**src/rtl/core/wmfbm_pkg.sv**
```systemverilog
// Shared types and constants of the management frame BSSID monitor.
`default_nettype none

package wmfbm_pkg;

    localparam int TABLE_ENTRIES_DEF  = 32;
    localparam int ELEMENT_SCAN_LIMIT = 400;
    localparam int FIRST_ELEMENT      = 36;
    localparam int BSSID_FIRST        = 16;
    localparam int BSSID_BYTES        = 6;
    localparam int FIFO_DEPTH         = 4;

    localparam logic [11:0] OFFSET_MAX  = 12'hFFF;
    localparam logic [7:0]  TAG_RSN     = 8'd48;
    localparam logic [7:0]  TAG_VENDOR  = 8'd221;
    localparam logic [7:0]  OUI_BYTE1   = 8'h00;
    localparam logic [7:0]  OUI_BYTE2   = 8'h50;
    localparam logic [7:0]  OUI_BYTE3   = 8'hF2;
    localparam logic [3:0]  SUBTYPE_BEACON = 4'h8;
    localparam logic [3:0]  SUBTYPE_DEAUTH = 4'hC;

    localparam logic CMD_BYTE   = 1'b0;
    localparam logic CMD_READ   = 1'b1;
    localparam logic KIND_FRAME = 1'b0;
    localparam logic KIND_READ  = 1'b1;

    typedef enum logic [2:0] {
        ST_OTHER,
        ST_BEACON_HIT,
        ST_BEACON_NEW,
        ST_TABLE_FULL,
        ST_DEAUTH_KNOWN,
        ST_DEAUTH_UNKNOWN
    } status_t;

    typedef enum logic [1:0] {
        SEC_NONE,
        SEC_WPA1,
        SEC_WPA2
    } sec_t;

    typedef enum logic [1:0] {
        OUI_IDLE,
        OUI_WAIT1,
        OUI_WAIT2,
        OUI_WAIT3
    } oui_t;

    typedef enum logic [1:0] {
        BK_IDLE,
        BK_READ,
        BK_CHECK,
        BK_OUT
    } back_state_t;

    // One queued operation: a finished frame summary or an entry read.
    typedef struct packed {
        logic        cmd;
        logic        is_mgmt;
        logic [3:0]  subtype;
        logic [47:0] bssid;
        logic [1:0]  security;
        logic [4:0]  sel;
    } op_t;

    typedef struct packed {
        logic        kind;
        logic [2:0]  status;
        logic [4:0]  entry;
        logic        used;
        logic [47:0] bssid;
        logic [1:0]  security;
        logic [31:0] total;
        logic [31:0] beacons;
        logic [31:0] deauths;
    } result_t;

    typedef struct packed {
        logic full;
        logic empty;
    } fifo_stat_t;

endpackage

`default_nettype wire

```
**src/rtl/core/wmfbm_fifo.sv**
```systemverilog
// Short operation queue between the parser and the table engine.
`default_nettype none

module wmfbm_fifo
    import wmfbm_pkg::*;
(
    input  wire logic clk,
    input  wire logic rst_n,
    input  wire logic push,
    input  op_t       push_op,
    input  wire logic pop,
    output op_t       head_op,
    output fifo_stat_t stat
);

    localparam int PTR_W = $clog2(FIFO_DEPTH);

    op_t              mem [FIFO_DEPTH];
    logic [PTR_W-1:0] wr_ptr_reg, rd_ptr_reg;
    logic [PTR_W:0]   count_reg;

    assign stat.full  = (count_reg == (PTR_W+1)'(FIFO_DEPTH));
    assign stat.empty = (count_reg == '0);
    assign head_op    = mem[rd_ptr_reg];

    always_ff @(posedge clk)
    begin
        if (push && !stat.full)
        begin
            mem[wr_ptr_reg] <= push_op;
        end
    end

    always_ff @(posedge clk or negedge rst_n)
    begin
        if (!rst_n)
        begin
            wr_ptr_reg <= '0;
            rd_ptr_reg <= '0;
            count_reg  <= '0;
        end
        else
        begin
            if (push && !stat.full)
            begin
                wr_ptr_reg <= wr_ptr_reg + PTR_W'(1);
            end
            if (pop && !stat.empty)
            begin
                rd_ptr_reg <= rd_ptr_reg + PTR_W'(1);
            end
            count_reg <= count_reg + (PTR_W+1)'(push && !stat.full)
                                   - (PTR_W+1)'(pop && !stat.empty);
        end
    end

endmodule

`default_nettype wire

```
**config.mk**
```make
export PLATFORM = sky130hd
export DESIGN_NAME = wmfbm_fifo
export DESIGN_NICKNAME = d
export VERILOG_FILES = /design/src/rtl/core/wmfbm_pkg.sv /design/src/rtl/core/wmfbm_fifo.sv
export SDC_FILE = /design/constraint.sdc
export NUM_CORES = 1
export LEC_CHECK = 0
export ABC_AREA = 1
export BUFFER_PORTS_ARGS = -buffer_cell sky130_fd_sc_hd__buf_2
export CORE_MARGIN = 8
export CORE_UTILIZATION = 50
export CTS_CLUSTER_SIZE = 28
export DETAILED_ROUTE_END_ITERATION = 7
export GPL_TIMING_DRIVEN = 0
export PLACE_DENSITY = 0.7
export SLEW_MARGIN = 25
export SYNTH_ARGS = -nofsm -noshare
export SYNTH_HDL_FRONTEND = slang
export SYNTH_SLANG_ARGS = --single-unit
```
**constraint.sdc**
```tcl
create_clock -name clk -period 4.39 [get_ports clk]
set_input_delay 0.2195 -clock clk [delete_from_list [all_inputs] [get_ports clk]]
set_output_delay 0.2195 -clock clk [all_outputs]
set_load 0.02 [all_outputs]
```
==> flow_metrics.py <==
metrics = {
    "detailed_routing": {
        "drc": 0,
        "vias_per_cell": 4.96,
        "drt_iter0_drc": 480,
        "routedWlPerCell_um": 16.8,
        "via_count": 6658,
        "routed_wl_um": 22600,
        "dr.pass1.iters": 5,
        "ant_nets": 0,
    },
    "timing": {
        "period_share_pct": 56.6,
        "rsz0062_at_grt": "false",
        "max_freq_ghz": 0.402,
        "slew_headroom_pct": 52.0,
        "drv_slew": 0,
        "min_period_ns": 2.49,
        "setup_viol": 0,
        "skew_ns": 0.0156,
        "fin_ws_ns": 1.90,
        "tightestPinTransition_ns": 0.721,
        "finalHoldViolations": 0,
    },
    "logic_synthesis": {
        "yosysTopAreaCellShare_pct": 73.5,
        "yosys.area_share.simple_pct": 12.7,
        "synth_top_family_by_area": "simple AND/OR/NAND/NOR gates",
        "seq_area_frac_synth_pct": 75.2,
        "ys_warn_count": 0,
        "syn_avg_cell_area_um2": 12.0,
        "syn-num-nets": 902,
        "ys_ff_latch": 251,
        "netlist_instances": 830,
        "synth_cell_type_count": 20,
        "synth_xor_xnor_area_share_pct": 0,
        "synth.area.top_cells": "edfxtp_1, nand2_1, nor2_1, o21ai_0, inv_1",
        "muxShareOfSynthArea_pct": 0,
        "syn_area_um2": 9970,
        "synthAdderAreaFrac_pct": 0.954,
        "yosysTopAreaCell": "edfxtp_1",
        "synth_compound_area_share_pct": 6.12,
    },
    "worst_setup_path": {
        "endpoint": "head_op[22]",
        "worstSetupPathDepth": 6,
        "crit_start": "rd_ptr_reg[1]$_DFFE_PN0P_",
        "cp.required_ns": 4.17,
        "cp_slowest_cell": "buf_1",
        "rr_worst_depth": 7,
        "cpPeakStageDelay_ns": 0.58,
        "critical_path_arrival_ns": 2.27,
        "critPathCaptureType": "primary output",
        "crit_chain": "clkinv_1 > buf_2 > buf_1 > nand2_1 > nand2_1 > buf_2",
        "critPathBufInv": 4,
        "crit_fanout": 10,
        "critical_path.top_delay_family": "buffers and inverters",
        "r2r_start": "count_reg[1]$_DFF_PN0_",
        "r2r-end": "mem[3][13]$_DFFE_PP_",
        "regToRegSetupSlack_ns": 2.05,
        "critPathKind": "flop to primary output",
        "startpoint_type": "flop",
    },
    "power_and_ir_drop": {
        "p_leak_nw": 5.20,
        "power.density_nw_per_um2": 693,
        "peakVddDrop_v": 0.000494,
    },
    "global_routing": {
        "grt_max_degree": 23,
        "grt_pass1_vias": 6575,
        "grtUsageTotal_pct": 18.4,
        "gr-total-overflow": 0,
        "grt_pass1_wl_um": 35000,
        "antenna_found_initial": 0,
    },
    "clock_tree": {
        "ctsLongestPathBuffers": 3,
        "htree_num_levels": 1,
        "clk_latency_ns": 0.52,
        "cts_tree": "built",
        "cts_resized": 0,
        "clk_pin_slew_ns": 0.06,
        "clockRootBuffer": "clkbuf_16",
        "cts_sinks": 251,
        "cts_buffers": 25,
    },
    "die": {
        "die_x_um": 157,
        "die_area_um2": 24700,
        "num_io_pins": 128,
        "fp.dieH_um": 157,
        "rows": 51,
        "coreArea_um2": 19500,
        "start_util_pct": 51.1,
    },
    "status": {
        "status": "finished, final reports clean",
    },
    "finish": {
        "drive_gt1_share_pct": 18.8,
        "syn_to_final_growth_pct": 27.8,
        "largest_reg_flops": 244,
        "diodes": 0,
        "utilization_pct": 65.3,
        "fin_area_um2": 12700,
        "num-fill-cells": 1453,
        "layout.nets": 1132,
    },
    "placement": {
        "dpl_cell_area_um2": 11300,
        "dp_hpwl_um": 14500,
        "io_buffers": 127,
        "place_ws_ns": 2.04,
        "gp_congestion": 0.750,
    },
    "run": {
        "max_cap_viol_count": 0,
    },
    "worst_hold_path": {
        "hp-class": "primary input to asynchronous set/reset pin",
    },
}
[metal layers]
layer	vias to the layer above	track usage [%]	routed length (um)
met3	38	3.35	1450
met5	-	0	0
met1	3164	23.0	9370
met4	0	6.57	530
met2	206	31.5	11300
li1	3250	-	-
[timing repair]
item	4_1_cts	5_1_grt
buffers inserted	0	0
hold buffers	64	0
hold endpoints to repair	254	0
[stage by stage]
| stage | cells | power [mW] | hold WS, ns | TNS [ns] |
|---|---|---|---|---|
| after floorplan | 830 | 5.39 | -0.0761 | 0 |
| after global placement | 1222 | 6.55 | 0.0633 | -335.47 |
| after detailed placement | 1234 | 6.75 | 0.0655 | 0 |
| after CTS | 1343 | 8.93 | 0.0519 | 0 |
| after global routing | 1343 | 9.36 | 0.0908 | 0 |
| final | 1343 | 8.84 | 0.105 | 0 |
[cell usage after synthesis]
cell / instances
nand3b_1: 1
fa_1: 1
buf_2: 10
ha_1: 6
clkinv_1: 1
nor2_1: 127
o21ai_0: 85
buf_8: 1
o21ai_1: 37
edfxtp_1: 244
buf_6: 5
buf_1: 5
clkbuf_2: 1
clkbuf_1: 16
nand3_1: 4
buf_4: 1
nand2_1: 202
dfrtp_1: 7
inv_2: 1
inv_1: 75
[kinds of logic after synthesis]
kind of cell,count (synthesis)
AND/OR/NAND/NOR,334
flip-flops,251
buffers and inverters,116
adder cells (fa/ha/maj),7
AO/OA/AOI/OAI,122
[worst min-delay path by stage]
stage                     start  depth (start not counted)                         to  slack, ns
after floorplan           rst_n                          0     count_reg[0]$_DFF_PN0_      -0.08
after global placement    rst_n                          1  wr_ptr_reg[1]$_DFFE_PN0P_       0.06
after detailed placement  rst_n                          1  wr_ptr_reg[1]$_DFFE_PN0P_       0.07
after CTS                 rst_n                          2  wr_ptr_reg[1]$_DFFE_PN0P_       0.05
after global routing      rst_n                          2  wr_ptr_reg[1]$_DFFE_PN0P_       0.09
final                     rst_n                          2  wr_ptr_reg[1]$_DFFE_PN0P_       0.10
[where the power goes]
part | internal [mW] | switching (mW) | total [mW]
clock | 1.28 | 0.860 | 2.14
sequential | 3.14 | 0.113 | 3.26
combinational | 1.08 | 2.36 | 3.44
total | 5.51 | 3.33 | 8.84
[cells in the final DEF (no fill, tap or decap), types with 5 or more instances in the layout]
cell type / synthesis / final
clkinv_2: 0 / 10
dfrtp_1: 7 / 7
buf_1: 5 / 5
inv_1: 75 / 75
buf_16: 0 / 9
o21ai_1: 37 / 37
buf_6: 5 / 5
buf_2: 10 / 137
clkbuf_1: 16 / 19
nand2_1: 202 / 202
clkbuf_16: 0 / 25
nor2_1: 127 / 123
o21ai_0: 85 / 85
edfxtp_1: 244 / 244
dlygate4sd3_1: 0 / 64
ha_1: 6 / 6
[cell type report]
type / instances / area [um^2] / area share [%]
repair buffers: 203 / 1580 / 12.4
clock inverters: 17 / 191 / 1.50
plain buffers: 39 / 213 / 1.67
clock buffers: 28 / 637 / 5.00
flip-flops and latches: 251 / 7500 / 58.9
inverters: 77 / 289 / 2.27
well taps: 265 / 332 / 2.60
multi-input cells: 463 / 2000 / 15.7
(Power assumes the default switching activity.)
