$ cat src/rtl/core/wmfbm_pkg.sv
// Shared types and constants of the management frame BSSID monitor.
`default_nettype none

package wmfbm_pkg;

    localparam int TABLE_ENTRIES_DEF  = 32;
    localparam int ELEMENT_SCAN_LIMIT = 400;
    localparam int FIRST_ELEMENT      = 36;
    localparam int BSSID_FIRST        = 16;
    localparam int BSSID_BYTES        = 6;
    localparam int FIFO_DEPTH         = 4;

    localparam logic [11:0] OFFSET_MAX  = 12'hFFF;
    localparam logic [7:0]  TAG_RSN     = 8'd48;
    localparam logic [7:0]  TAG_VENDOR  = 8'd221;
    localparam logic [7:0]  OUI_BYTE1   = 8'h00;
    localparam logic [7:0]  OUI_BYTE2   = 8'h50;
    localparam logic [7:0]  OUI_BYTE3   = 8'hF2;
    localparam logic [3:0]  SUBTYPE_BEACON = 4'h8;
    localparam logic [3:0]  SUBTYPE_DEAUTH = 4'hC;

    localparam logic CMD_BYTE   = 1'b0;
    localparam logic CMD_READ   = 1'b1;
    localparam logic KIND_FRAME = 1'b0;
    localparam logic KIND_READ  = 1'b1;

    typedef enum logic [2:0] {
        ST_OTHER,
        ST_BEACON_HIT,
        ST_BEACON_NEW,
        ST_TABLE_FULL,
        ST_DEAUTH_KNOWN,
        ST_DEAUTH_UNKNOWN
    } status_t;

    typedef enum logic [1:0] {
        SEC_NONE,
        SEC_WPA1,
        SEC_WPA2
    } sec_t;

    typedef enum logic [1:0] {
        OUI_IDLE,
        OUI_WAIT1,
        OUI_WAIT2,
        OUI_WAIT3
    } oui_t;

    typedef enum logic [1:0] {
        BK_IDLE,
        BK_READ,
        BK_CHECK,
        BK_OUT
    } back_state_t;

    // One queued operation: a finished frame summary or an entry read.
    typedef struct packed {
        logic        cmd;
        logic        is_mgmt;
        logic [3:0]  subtype;
        logic [47:0] bssid;
        logic [1:0]  security;
        logic [4:0]  sel;
    } op_t;

    typedef struct packed {
        logic        kind;
        logic [2:0]  status;
        logic [4:0]  entry;
        logic        used;
        logic [47:0] bssid;
        logic [1:0]  security;
        logic [31:0] total;
        logic [31:0] beacons;
        logic [31:0] deauths;
    } result_t;

    typedef struct packed {
        logic full;
        logic empty;
    } fifo_stat_t;

endpackage

`default_nettype wire

$ cat src/rtl/core/wmfbm_in_if.sv
// Input channel: frame bytes and entry read requests.
`default_nettype none

interface wmfbm_in_if;
    logic       valid;
    logic       ready;
    logic       cmd;
    logic [7:0] data_byte;
    logic       is_mgmt;
    logic       last_byte;
    logic [4:0] entry_sel;

    modport source (output valid, cmd, data_byte, is_mgmt, last_byte, entry_sel,
                    input ready);
    modport sink (input valid, cmd, data_byte, is_mgmt, last_byte, entry_sel,
                  output ready);
endinterface

`default_nettype wire

$ cat src/rtl/core/wmfbm_front.sv
// Byte parser: captures subtype and BSSID, walks the information elements.
`default_nettype none

module wmfbm_front
    import wmfbm_pkg::*;
(
    input  wire logic clk,
    input  wire logic rst_n,
    wmfbm_in_if.sink  req,
    input  wire logic full,
    output logic      push,
    output op_t       push_op
);

    logic [11:0] offset_reg, offset_next;
    logic [3:0]  sub_reg, sub_next;
    logic [47:0] bssid_reg, bssid_next;
    logic [11:0] neo_reg, neo_next;
    logic [7:0]  tag_reg, tag_next;
    oui_t        oui_reg, oui_next;
    logic        done_reg, done_next;
    sec_t        sec_reg, sec_next;
    logic [13:0] nxt;
    logic        accept;

    assign req.ready = !full;
    assign accept    = req.valid && req.ready;
    assign push      = accept && (req.cmd == CMD_READ || req.last_byte);

    always_comb
    begin
        offset_next = offset_reg;
        sub_next    = sub_reg;
        bssid_next  = bssid_reg;
        neo_next    = neo_reg;
        tag_next    = tag_reg;
        oui_next    = oui_reg;
        done_next   = done_reg;
        sec_next    = sec_reg;
        nxt = 14'(neo_reg) + 14'd2 + 14'(req.data_byte);

        if (offset_reg != OFFSET_MAX)
        begin
            offset_next = offset_reg + 12'd1;
        end
        if (offset_reg == 12'd0)
        begin
            sub_next = req.data_byte[7:4];
        end
        for (int k = 0; k < BSSID_BYTES; k++)
        begin
            if (offset_reg == 12'(BSSID_FIRST + k))
            begin
                bssid_next[8*(BSSID_BYTES-1-k) +: 8] = req.data_byte;
            end
        end

        if (offset_reg >= 12'(FIRST_ELEMENT))
        begin
            // The vendor OUI check finishes even after the walk has stopped.
            unique case (oui_reg)
                OUI_IDLE: ;
                OUI_WAIT1: oui_next = (req.data_byte == OUI_BYTE1) ? OUI_WAIT2 : OUI_IDLE;
                OUI_WAIT2: oui_next = (req.data_byte == OUI_BYTE2) ? OUI_WAIT3 : OUI_IDLE;
                OUI_WAIT3:
                begin
                    if (req.data_byte == OUI_BYTE3)
                    begin
                        sec_next  = SEC_WPA1;
                        done_next = 1'b1;
                    end
                    oui_next = OUI_IDLE;
                end
            endcase

            if (!done_next)
            begin
                if (offset_reg == neo_reg)
                begin
                    tag_next = req.data_byte;
                    if (req.data_byte == TAG_RSN)
                    begin
                        sec_next  = SEC_WPA2;
                        done_next = 1'b1;
                        oui_next  = OUI_IDLE;
                    end
                end
                else if ({1'b0, offset_reg} == ({1'b0, neo_reg} + 13'd1))
                begin
                    if (tag_reg == TAG_VENDOR)
                    begin
                        oui_next = OUI_WAIT1;
                    end
                    if (req.data_byte == 8'd0 ||
                        nxt > 14'(FIRST_ELEMENT + ELEMENT_SCAN_LIMIT))
                    begin
                        done_next = 1'b1;
                    end
                    else
                    begin
                        neo_next = nxt[11:0];
                    end
                end
            end
        end

        push_op.cmd      = req.cmd;
        push_op.is_mgmt  = req.is_mgmt;
        push_op.subtype  = sub_next;
        push_op.bssid    = bssid_next;
        push_op.security = sec_next;
        push_op.sel      = req.entry_sel;
    end

    always_ff @(posedge clk or negedge rst_n)
    begin
        if (!rst_n)
        begin
            offset_reg <= '0;
            sub_reg    <= '0;
            bssid_reg  <= '0;
            neo_reg    <= 12'(FIRST_ELEMENT);
            tag_reg    <= '0;
            oui_reg    <= OUI_IDLE;
            done_reg   <= 1'b0;
            sec_reg    <= SEC_NONE;
        end
        else if (accept && req.cmd == CMD_BYTE)
        begin
            if (req.last_byte)
            begin
                offset_reg <= '0;
                sub_reg    <= '0;
                bssid_reg  <= '0;
                neo_reg    <= 12'(FIRST_ELEMENT);
                tag_reg    <= '0;
                oui_reg    <= OUI_IDLE;
                done_reg   <= 1'b0;
                sec_reg    <= SEC_NONE;
            end
            else
            begin
                offset_reg <= offset_next;
                sub_reg    <= sub_next;
                bssid_reg  <= bssid_next;
                neo_reg    <= neo_next;
                tag_reg    <= tag_next;
                oui_reg    <= oui_next;
                done_reg   <= done_next;
                sec_reg    <= sec_next;
            end
        end
    end

endmodule

`default_nettype wire

$ cat src/flat_wrapper.sv
// flat-port wrapper written by rule: the top's interface ports become plain ports
module wmfbm_front_flat import wmfbm_pkg::*;
  (clk, rst_n, full, push, push_op, req_valid, req_cmd, req_data_byte, req_is_mgmt, req_last_byte, req_entry_sel, req_ready);
  wmfbm_in_if req_i ();
  input  wire logic clk;
  input  wire logic rst_n;
  input  wire logic full;
  output logic push;
  output op_t push_op;
  input wire logic [$bits(req_i.valid)-1:0] req_valid;
  input wire logic [$bits(req_i.cmd)-1:0] req_cmd;
  input wire logic [$bits(req_i.data_byte)-1:0] req_data_byte;
  input wire logic [$bits(req_i.is_mgmt)-1:0] req_is_mgmt;
  input wire logic [$bits(req_i.last_byte)-1:0] req_last_byte;
  input wire logic [$bits(req_i.entry_sel)-1:0] req_entry_sel;
  output wire logic [$bits(req_i.ready)-1:0] req_ready;
  assign req_i.valid = req_valid;
  assign req_i.cmd = req_cmd;
  assign req_i.data_byte = req_data_byte;
  assign req_i.is_mgmt = req_is_mgmt;
  assign req_i.last_byte = req_last_byte;
  assign req_i.entry_sel = req_entry_sel;
  assign req_ready = req_i.ready;
  wmfbm_front u_core (.clk(clk), .rst_n(rst_n), .req(req_i), .full(full), .push(push), .push_op(push_op));
endmodule
$ cat config.mk
export PLATFORM = sky130hd
export DESIGN_NAME = wmfbm_front_flat
export DESIGN_NICKNAME = d
export VERILOG_FILES = /design/src/rtl/core/wmfbm_pkg.sv /design/src/rtl/core/wmfbm_in_if.sv /design/src/rtl/core/wmfbm_front.sv /design/src/flat_wrapper.sv
export SDC_FILE = /design/constraint.sdc
export NUM_CORES = 1
export LEC_CHECK = 0
export ABC_AREA = 0
export BUFFER_PORTS_ARGS = -buffer_cell sky130_fd_sc_hd__buf_2
export CAP_MARGIN = 10
export CORE_MARGIN = 2
export CORE_UTILIZATION = 50
export DETAILED_ROUTE_END_ITERATION = 10
export PLACE_DENSITY = 0.75
export SETUP_SLACK_MARGIN = 0.15
export SYNTH_ARGS = -nofsm -noshare
export SYNTH_HDL_FRONTEND = slang
export SYNTH_SLANG_ARGS = --single-unit
export TNS_END_PERCENT = 10
$ cat constraint.sdc
create_clock -name clk -period 3.88 [get_ports clk]
set_clock_uncertainty 0.2 [all_clocks]
set_input_delay 0.388 -clock clk [delete_from_list [all_inputs] [get_ports clk]]
set_output_delay 0.388 -clock clk [all_outputs]
set_load 0.05 [all_outputs]
==> results of run 1 <==
-- layer usage --
metal	part of all wire (%)	up-vias	GRT usage [%]
met5	0	-	0
met4	2.2	0	8.29
met3	7.2	38	5.52
met2	48	224	41.2
met1	43	2651	33.8
li1	-	2434	-
-- cell families after synthesis --
kind of cell	count (synthesis)
adder cells (fa/ha/maj)	16
XOR/XNOR	41
buffers and inverters	71
flip-flops	89
multiplexers	53
AO/OA/AOI/OAI	174
AND/OR/NAND/NOR	185
-- worst max-delay path by stage --
| stage | startpoint | endpoint | cells after the start |
|---|---|---|---|
| 2_1_floorplan | u_core.neo_reg[2] | u_core.neo_reg[8] | 16 |
| 3_3_place_gp | u_core.neo_reg[2] | u_core.neo_reg[1] | 13 |
| 3_5_place_dp | u_core.neo_reg[2] | u_core.neo_reg[0] | 13 |
| 4_1_cts | u_core.neo_reg[2] | u_core.neo_reg[0] | 13 |
| 5_1_grt | u_core.neo_reg[2] | u_core.neo_reg[1] | 12 |
| 6_report | u_core.neo_reg[2] | u_core.neo_reg[0] | 12 |
-- critical path: stages, from the launching register on --
cell      delay [ns]
dfstp_2         0.59
ha_4            0.16
nand3_1         0.13
xnor2_1         0.17
ha_1            0.38
and2_1          0.23
o22a_4          0.18
o221ai_4        0.11
o21ai_1         0.15
or4b_4          0.48
or4_4           0.48
a21o_4          0.27
a22o_2          0.27
-- layout by cell type, fill, tap and decap left out, drive strengths merged, types with 3 or more instances in the layout --
cell / count
nor3: 14
ha: 15
xnor2: 17
nand4: 8
a22oi: 39
or4: 4
nand4b: 3
nor4b: 3
o311ai: 4
o21ai: 54
inv: 19
mux2: 53
a21o: 5
nand2b: 4
nand3: 13
dfrtp: 87
nor2: 35
or3: 6
buf: 108
and2: 6
xor2: 22
clkbuf: 10
and4b: 3
a22o: 32
nor3b: 3
and3: 6
a21oi: 18
nand2: 62
nor4: 7
-- per-stage QoR --
| step | total power (uW) | setup TNS [ns] | util [%] | setup slack (ns) |
|---|---|---|---|---|
| final | 2470 | -0.0754 | 59.8 | -0.0380 |
| after global routing | 2560 | -1.20 | 59.8 | -0.140 |
| after detailed placement | 1570 | -0.0573 | 55.9 | -0.0351 |
| after CTS | 2460 | 0 | 58.6 | 0.0146 |
| after floorplan | 1440 | 0 | - | 0.0579 |
| after global placement | 1560 | 0 | 55.9 | 0.0650 |
-- cell type report --
| cell class | count | area, um^2 | area share [%] |
|---|---|---|---|
| flip-flops and latches | 89 | 2230 | 32.4 |
| repair buffers | 108 | 638 | 9.26 |
| clock inverters | 6 | 67.6 | 0.980 |
| clock buffers | 10 | 229 | 3.32 |
| inverters | 18 | 67.6 | 0.980 |
| multi-input cells | 470 | 3480 | 50.5 |
| well taps | 143 | 179 | 2.60 |
-- power groups by stage --
stage	Sequential (uW)	Combinational [uW]	Clock, uW
after CTS	1020	541	901
after detailed placement	1030	538	0
after floorplan	1020	421	0
final	1020	551	900
after global placement	1030	525	0
after global routing	1030	589	943
-- what timing repair did --
action | CTS | global route
pin swaps | 0 | 2
buffers inserted | 1 | 5
resized for setup | 2 | 17
cloned | 0 | 1
setup endpoints to repair | 12 | 29
==> summary.txt, run 1 <==
Status
  • Status: complete, but fails checks
  • Failing checks: design-rule violations, negative setup slack

Setup path
  • Arrival time worst endpoint: 3.96 ns
  • CP Launch Type: flip-flop
  • R2r setup slk: -0.04 ns
  • CP max FO: 6
  • WS Path Type: reg2reg
  • Crit. End Element: flip-flop
  • Worst R2R End: u_core.neo_reg[0]
  • Worst Reg2Reg Path Length in Cells: 12
  • Worst EP required: a little under 4 ns
  • Worst reg2reg path startpoint: u_core.neo_reg[2]

Final layout
  • Nets: 732
  • Number of flip-flops in the largest register: 48
  • Area growth, synth to finish: 16.2%
  • Fillers: 939
  • Share of cells above drive strength 1: 30.2%
  • N_diodes: 0
  • Design area: 0.00689 mm^2
  • Non-filler instance count after layout: 844

Floorplanning
  • Placeable Area: 0.0115 mm^2
  • Row cnt: 39
  • I/O pin count: 83
  • Die H: 113 um
  • Die Area: 0.0128 mm^2
  • Initial Utilization: 51.5%
  • Chip width: roughly 110 um

Logic synthesis
  • Syn avg cell area: 9.43 um^2
  • Ys Warns: 0
  • Post-Synth Simple-Gate Area: 15.9%
  • Unique masters post-synth: 69
  • XOR/XNOR share of the synthesized area: approximately 6.6%
  • Register area share after synthesis: 37.6%
  • Adder-cell share of the synthesized area: 3.50%
  • Most common cell in the netlist: dfrtp_1
  • Synthesized flop and latch total: 89
  • Main synth FF type: dfrtp_1
  • Synth Net Count: 665
  • Cells after synthesis: 629
  • Number of synthesized flops with an enable pin: 0
  • Synth top area share: 36.7%
  • Largest family of logic cells by synthesized area: compound AO/OA/AOI/OAI gates
  • Cell taking the most area after synthesis: dfrtp_1
  • Post-synthesis cell area: 0.00593 mm^2
  • Asr flop ratio synth: 100%
  • Synth Area in Compound Gates: 20.3%
  • Synth cell count leaders: dfrtp_1, nand2_1, mux2_2
  • Multiplexer area fraction after synthesis: between 10 and 15%
  • Dominant cells by area after synthesis: dfrtp_1, mux2_2, a22oi_1

Clocking
  • CTS tree: done
  • Clk_lat worst skew: 0.35 ns
  • CTS Hold Bufs: 0
  • Worst-path clk slew: around 0.070 ns
  • CTS Root Cell: clkbuf_16
  • CTS Buf Count: 9
  • Clock sinks: a little under 90
  • H-tree depth: 3
  • Bufs on Longest Clock Path: 2

Drt
  • Drt pass-1 iters: 8
  • Number of routed nets with antenna violations: 0
  • Vias: 5347
  • DR WL/cell: 19.5 um
  • Vias/cell: 6.34
  • Detailed Route WL: 16400 um
  • Iter 0 DRT Violations: between 400 and 500
  • # DRC: 3

Power and ir drop
  • Leakage: 0.00320 uW
  • Clock power frac: 36.4%
  • Combinational power share: around 22%
  • Sequential group share of total power: 41.3%
  • Internal power consumption: between 1500 and 2000 uW
  • Cell Pwr Density: between 300 and 400 mW/mm^2
  • VDD IR-drop max: between 0.0003 and 0.0004 V
  • Sw Share: 32.9%
  • NetSw: 812 uW

STA
  • Fmax: 255 MHz
  • Final worst slack: -0.0380 ns
  • Final hold violation count: 0
  • Setup-failing EPs final: 3
  • Min Tclk post-route: 3.92 ns
  • Worst-Margin Slew: 1.01 ns
  • Min Hold Slack: 0.00351 ns
  • Slew margin rel.: 32.6%
  • Final max-slew violation count: 0
  • RSZ-0062 raised after global routing: true
  • Crit share post-route: 101%

Placement
  • GPL Wtd Cong: 0.903
  • Hpwl dp: 10700 um
  • Area after DPL: 0.00643 mm^2
  • PortBufs: 70
  • DP Cell Count: 821

Global routing
  • GR Util All Layers: 25.3%
  • Global-route wire length before repair: 26200 um
  • Grt ovf: 0
  • Vias in the first global route: 5282
  • Pin count of the biggest net entering global routing: 79
  • Antenna violations before repair: 0

Worst hold path
  • Hold crit path type: in2async

Run
  • Max-Cap Viols: 0
No activity file was read; power rests on OpenSTA's default activity.
==> run 2, diff against run 1 <==
--- a/config.mk
+++ b/config.mk
@@ -6,12 +6,12 @@
 export NUM_CORES = 1
 export LEC_CHECK = 0
 export ABC_AREA = 0
-export BUFFER_PORTS_ARGS = -buffer_cell sky130_fd_sc_hd__buf_2
 export CAP_MARGIN = 10
 export CORE_MARGIN = 2
 export CORE_UTILIZATION = 50
 export DETAILED_ROUTE_END_ITERATION = 10
-export PLACE_DENSITY = 0.75
+export DONT_BUFFER_PORTS = 1
+export PLACE_DENSITY = 0.69
 export SETUP_SLACK_MARGIN = 0.15
 export SYNTH_ARGS = -nofsm -noshare
 export SYNTH_HDL_FRONTEND = slang
==> run 2 against run 1 <==
Net effect: the run still ends with design-rule violations, negative setup slack left; combinational power is 16% lower; sequential share of layout area rose by 2.0 points; critical path depth stayed put; flip-flop and latch count did not move; sequential power is essentially flat; largest power group unchanged.
==> summary.txt, run 2 (synthesis results as in run 1) <==
Status
  • Status: complete, but fails checks
  • Failing checks: design-rule violations, negative setup slack

Setup path
  • CP max FO: 12 (+6)
  • Crit path cell chain: nand3_1, nor2_1, xor2_1, ha_1, a211o_2, o22a_2, o221ai_2, nor3_2, or4b_4, or4_4, a21o_4, a22o_4
  • Crit path buf inv count: 0 (unchanged)
  • WS Path Type: reg2reg
  • R2r setup slk: -0.04 ns (about the same)
  • Worst reg2reg path startpoint: u_core.neo_reg[5]
  • Worst EP required: 3.92 ns (about the same)
  • CP max stage cell: dfstp_2
  • Cell family with most CP delay: simple AND/OR/NAND/NOR gates
  • Arrival time worst endpoint: 3.96 ns (about the same)
  • Slowest stage delay, CP: 0.56 ns (-0.03 ns)
  • Crit. End Element: flip-flop
  • Critical path startpoint: u_core.neo_reg[5]
  • CP Launch Type: flip-flop

Power and ir drop
  • Sw Share: 31.3% (-1.6 points)
  • VDD IR-drop max: 0.000353 V (-2.4%)
  • NetSw: 754 uW (-7.1%)
  • Internal power consumption: 1660 uW (-0.14%)
  • Clock power frac: 38.1% (+1.7 points)
  • Total power: 2410 uW (-2.4%)
  • Sequential group share of total power: 42.7% (+1.4 points)
  • Leakage: 0.00290 uW (-9.4%)
  • Cell Pwr Density: 372 mW/mm^2 (+3.7%)
  • Combinational power share: 19.2% (-3.1 points)

Floorplanning
  • Placeable Area: 0.0115 mm^2 (unchanged)
  • Chip width: 113 um (unchanged)
  • Initial Utilization: 51.5% (unchanged)
  • Row cnt: 39 (unchanged)
  • Die Area: 0.0128 mm^2 (unchanged)
  • I/O pin count: 83 (unchanged)
  • Die H: 113 um (unchanged)

Run
  • Max-Cap Viols: 0 (unchanged)

Drt
  • Detail Route met3 WL: 888 um (-25%)
  • Wl on met1: 6980 um (-0.36%)
  • Detailed Route WL: 16100 um (-2.2%)
  • # DRC: 1 (-2)
  • Vias/cell: 6.46 (+2.0%)
  • Top layer in use: met4
  • DR WL met2: 7950 um (+0.70%)
  • Number of routed nets with antenna violations: 0 (unchanged)
  • Iter 0 DRT Violations: 375 (-13%)
  • Vias: 4970 (-7.1%)
  • Drt pass-1 iters: 8 (unchanged)
  • DR WL/cell: 20.9 um (+7.4%)

Final layout
  • Most common cell after layout, fill and taps aside: dfrtp_1
  • Fillers: 1024 (+9.1%)
  • Register area: 0.00223 mm^2 (unchanged)
  • Design area: 0.00648 mm^2 (-5.9%)
  • Share of cells above drive strength 1: 19.5% (-11 points)
  • Multi-input combinational cell area: 0.00340 mm^2 (-2.4%)
  • Area growth, synth to finish: 9.30%
  • Nets: 657 (-10%)
  • Number of flip-flops in the largest register: 48 (unchanged)
  • N_diodes: 0 (unchanged)
  • Most frequent cells in the layout: dfrtp_1, nand2_1, mux2_2, o21ai_0, a22oi_1

Placement
  • Hpwl dp: 10100 um (-4.9%)
  • PortBufs: 0 (-100%)
  • GPL Wtd Cong: 0.880 (-2.6%)
  • Place WS: -0.0978 ns (-0.0627 ns)
  • Area after DPL: 0.00601 mm^2 (-6.7%)

Clocking
  • CTS tree: done
  • CTS Root Cell: clkbuf_16
  • Clock sinks: 89 (unchanged)
  • Bufs on Longest Clock Path: 2 (unchanged)
  • H-tree depth: 3 (unchanged)
  • Worst-path clk slew: 0.07 ns (about the same)
  • Clk_lat worst skew: 0.35 ns (about the same)
  • CTS Buf Count: 9 (unchanged)

STA
  • Min Hold Slack: 0.0383 ns (+0.0348 ns)
  • Fmax: 255 MHz (-0.10%)
  • Min Tclk post-route: 3.92 ns (+0.00404 ns)
  • RSZ-0062 raised after global routing: true
  • Setup-failing EPs final: 5 (+2)
  • Final hold violation count: 0 (unchanged)
  • Slew margin rel.: 23.1% (-9.5 points)
  • Final max-slew violation count: 0 (unchanged)
  • Crit share post-route: 101% (+0.10 points)
  • Worst-Margin Slew: 1.14 ns (+0.132 ns)
  • Final worst slack: -0.0420 ns (-0.00404 ns)

Global routing
  • Antenna violations before repair: 0 (unchanged)
  • GR Util All Layers: 26.0% (+0.67 points)
  • Global-route wire length before repair: 26300 um (+0.63%)
  • Pin count of the biggest net entering global routing: 90 (+14%)
  • Vias in the first global route: 4926 (-6.7%)
  • Grt ovf: 0 (unchanged)

Worst hold path
  • Worst hold start: req_last_byte
  • Hold crit path type: in2reg
run 2: through the flow:
stage	util (%)	std cells	TNS, ns
floorplan	-	629	0
global placement	52.2	741	0
detailed placement	52.2	741	-0.601
CTS	56.1	768	-0.00526
global route	56.3	769	-1.73
finish	56.3	769	-0.0835
run 2: routing by layer:
metal | track usage [%] | up-vias
met1 | 34.5 | 2486
li1 | - | 2294
met3 | 4.98 | 30
met5 | 0 | -
met4 | 7.32 | 0
met2 | 43.6 | 160
run 2: power groups by stage:
stage / clock network (uW) / registers [uW] / logic (uW)
detailed placement: 0 / 1040 / 420
finish: 919 / 1030 / 463
floorplan: 0 / 1020 / 421
global placement: 0 / 1040 / 411
CTS: 936 / 1030 / 464
global route: 974 / 1030 / 498
run 2: repair_timing:
item / 4_1_cts / 5_1_grt
resized for setup: 4 / 4
hold buffers: 10 / 0
endpoints found under the setup margin: 12 / 29
hold endpoints to repair: 143 / 0
setup buffers: 1 / 1
run 2: worst min-delay path: stages:
cell	delay (ns)
nor2_1	0.02
nand2_1	0.05
o21ai_0	0.07
run 2: worst paths after layout:
check / endpoint / cells after the start
worst max-delay path: u_core.neo_reg[0] / 12
worst min-delay path: u_core.offset_reg[0] / 3
worst max register to register: u_core.neo_reg[0] / 12
worst min register to register: u_core.sec_reg[0] / 1
max in group asynchronous: u_core.neo_reg[5] / 2
min in group asynchronous: u_core.offset_reg[8] / 2
run 2: layout make-up:
| cell class | count | share of cell area, % |
|---|---|---|
| Clock inverter | 5 | 0.945 |
| Sequential cell | 89 | 34.4 |
| Inverter | 18 | 1.04 |
| Timing Repair Buffer | 34 | 4.59 |
| Clock buffer | 11 | 3.90 |
| Tap cell | 143 | 2.76 |
| Multi-Input combinational cell | 469 | 52.4 |
==> run 3, diff against run 2 <==
--- a/config.mk
+++ b/config.mk
@@ -8,11 +8,12 @@
 export ABC_AREA = 0
 export CAP_MARGIN = 10
 export CORE_MARGIN = 2
-export CORE_UTILIZATION = 50
+export CORE_UTILIZATION = 58
 export DETAILED_ROUTE_END_ITERATION = 10
 export DONT_BUFFER_PORTS = 1
-export PLACE_DENSITY = 0.69
+export PLACE_DENSITY = 0.77
 export SETUP_SLACK_MARGIN = 0.15
+export SLEW_MARGIN = 30
 export SYNTH_ARGS = -nofsm -noshare
 export SYNTH_HDL_FRONTEND = slang
 export SYNTH_SLANG_ARGS = --single-unit
==> run 3 against run 2 <==
Net effect: the run now ends clean; register-to-register slack gained 0.07 ns; die area shrank 13%; routed wire length shrank 0.42%; non-clock buffer count grew 4; critical path depth is the same; first-iteration DRC count grew 11%; via count grew 1.7%; sequential power is essentially flat; core utilization grew 9.4 points; maximum frequency grew 1.8%; final area is essentially flat.
==> summary.txt, run 3 (synthesis results as in run 1) <==
Final layout
  • Most common cell after layout, fill and taps aside: dfrtp_1
  • Fillers: 777 (-24%)
  • Area growth, synth to finish: 9.22% (about the same)
  • Number of flip-flops in the largest register: 48 (unchanged)
  • N_diodes: 0 (unchanged)
  • Most frequent cells in the layout: dfrtp_1, nand2_1, mux2_2, o21ai_0, a22oi_1
  • Share of cells above drive strength 1: 21.4% (+1.9 points)
  • Design area: 0.00648 mm^2 (about the same)
  • Nets: 662 (+0.76%)
  • Fin util: 65.7% (+9.4 points)

Placement
  • PortBufs: 0 (unchanged)
  • Area after DPL: 0.00599 mm^2 (-0.21%)
  • GPL Wtd Cong: 0.864 (-1.7%)
  • Hpwl dp: 9950 um (-1.7%)

Clocking
  • H-tree depth: 3 (unchanged)
  • Clock sinks: 89 (unchanged)
  • Clk_lat worst skew: 0.38 ns (+0.03 ns)
  • Bufs on Longest Clock Path: 2 (unchanged)
  • CTS tree: done
  • CTS Buf Count: 9 (unchanged)
  • CTS Root Cell: clkbuf_8
  • Worst-path clk slew: 0.10 ns (+0.03 ns)

Floorplanning
  • Placeable Area: 0.00986 mm^2 (-14%)
  • I/O pin count: 83 (unchanged)
  • Die Area: 0.0111 mm^2 (-13%)
  • Chip width: 105 um (-6.9%)
  • Row cnt: 36 (-7.7%)
  • Die H: 105 um (-6.9%)
  • Initial Utilization: 60.1% (+8.6 points)

Global routing
  • Antenna violations before repair: 0 (unchanged)
  • Grt ovf: 0 (unchanged)
  • Vias in the first global route: 4839 (-1.8%)
  • Global-route wire length before repair: 25600 um (-2.9%)
  • GR Util All Layers: 29.2% (+3.2 points)
  • Pin count of the biggest net entering global routing: 90 (unchanged)

Drt
  • Detailed Route WL: 16000 um (-0.42%)
  • Number of routed nets with antenna violations: 0 (unchanged)
  • Iter 0 DRT Violations: 417 (+11%)
  • Drt pass-1 iters: 5 (-3)
  • # DRC: 0 (-1)
  • Vias: 5053 (+1.7%)
  • DR WL/cell: 21.0 um (+0.23%)
  • Vias/cell: 6.61 (+2.3%)

Power and ir drop
  • Combinational power share: 21.4% (+2.2 points)
  • Internal power consumption: 1460 uW (-12%)
  • Cell Pwr Density: 339 mW/mm^2 (-8.9%)
  • VDD IR-drop max: 0.000264 V (-25%)
  • Total power: 2200 uW (-8.9%)
  • Clock power frac: 31.9% (-6.2 points)
  • Sw Share: 33.6% (+2.4 points)
  • NetSw: 738 uW (-2.1%)
  • Leakage: 0.00291 uW (+0.13%)
  • Sequential group share of total power: 46.7% (+4.0 points)

STA
  • Setup-failing EPs final: 0 (-5)
  • Min Tclk post-route: 3.85 ns (-0.0675 ns)
  • Final max-slew violation count: 0 (unchanged)
  • Slew margin rel.: 40.8% (+18 points)
  • Min Hold Slack: 0.0210 ns (-0.0173 ns)
  • Crit share post-route: 99.3% (-1.7 points)
  • RSZ-0062 raised after global routing: true
  • Final hold violation count: 0 (unchanged)
  • Fmax: 259 MHz (+1.8%)
  • Worst-Margin Slew: 0.885 ns (-0.259 ns)

Setup path
  • CP Launch Type: flip-flop
  • WS Path Type: reg2reg
  • R2r setup slk: 0.03 ns (+0.07 ns)
  • Crit. End Element: flip-flop
  • CP max stage cell: dfstp_2
  • Arrival time worst endpoint: 3.93 ns (-0.03 ns)
  • CP max FO: 6 (-6)
  • Worst EP required: 3.95 ns (+0.03 ns)
  • Crit path cell chain: nand3_2, nor2_4, xor2_2, ha_1, a211o_4, o22a_4, o221ai_4, nor3_2, or4b_4, or4_4, a21o_4, a22o_2
  • Cell family with most CP delay: simple AND/OR/NAND/NOR gates
  • Crit path buf inv count: 0 (unchanged)
  • Slowest stage delay, CP: 0.60 ns (+0.04 ns)

Worst hold path
  • Hold crit path type: in2reg

Status
  • Status: complete, no violations

Run
  • Max-Cap Viols: 0 (unchanged)
[run 3: cell types whose count changed in the layout (fill, tap and decap cells not counted), sizes merged]
cell	before	now
a21o	4	5
buf	25	30
clkinv	3	1
clkinvlp	0	2
dlygate4sd3	9	8
[run 3: through the flow]
step	instances	TNS, ns	setup slack, ns
2_1_floorplan	629	0	0.0579
3_5_place_dp	731	-0.0685	-0.0393
3_3_place_gp	731	0	0.0522
6_report	764	0	0.0255
5_1_grt	764	-0.494	-0.0768
4_1_cts	758	0	0.0313
[run 3: area by class of cell]
class	instances	area (um^2)	share of cell area, %
multi-input combinational	470	3480	53.7
timing repair buffer	38	323	4.98
clock inverter	5	62.6	0.965
tap	133	166	2.57
sequential	89	2230	34.4
inverter	18	67.6	1.04
clock buffer	11	151	2.34
[run 3: per-layer routing]
layer / routed length, um / track usage (%)
met1: 6650 / 38.9
met2: 7840 / 47.7
met3: 1160 / 5.99
met4: 367 / 9.14
met5: 0 / 0
[run 3: what timing repair did]
action | CTS | global route
endpoints found under the hold margin | 145 | 0
setup buffers | 1 | 5
resized for setup | 4 | 15
endpoints found under the setup margin | 12 | 30
hold buffers | 10 | 0
pin swaps | 0 | 2
gates cloned | 0 | 1
[run 3: final timing paths]
check                               endpoint  cells after the start         startpoint
setup reg to reg           u_core.neo_reg[1]                     12  u_core.neo_reg[5]
setup / recovery           u_core.neo_reg[1]                     12  u_core.neo_reg[5]
hold / removal             u_core.sec_reg[0]                      2      req_last_byte
min in group asynchronous  u_core.neo_reg[4]                      2              rst_n
hold reg to reg            u_core.sec_reg[0]                      1  u_core.sec_reg[0]
max in group asynchronous  u_core.neo_reg[2]                      2              rst_n
[run 3: power groups by stage]
stage | Sequential, uW | Clock (uW) | Combinational (uW)
floorplan | 1020 | 0 | 421
global placement | 1040 | 0 | 410
detailed placement | 1040 | 0 | 422
CTS | 1020 | 710 | 465
global route | 1030 | 743 | 506
finish | 1030 | 700 | 470
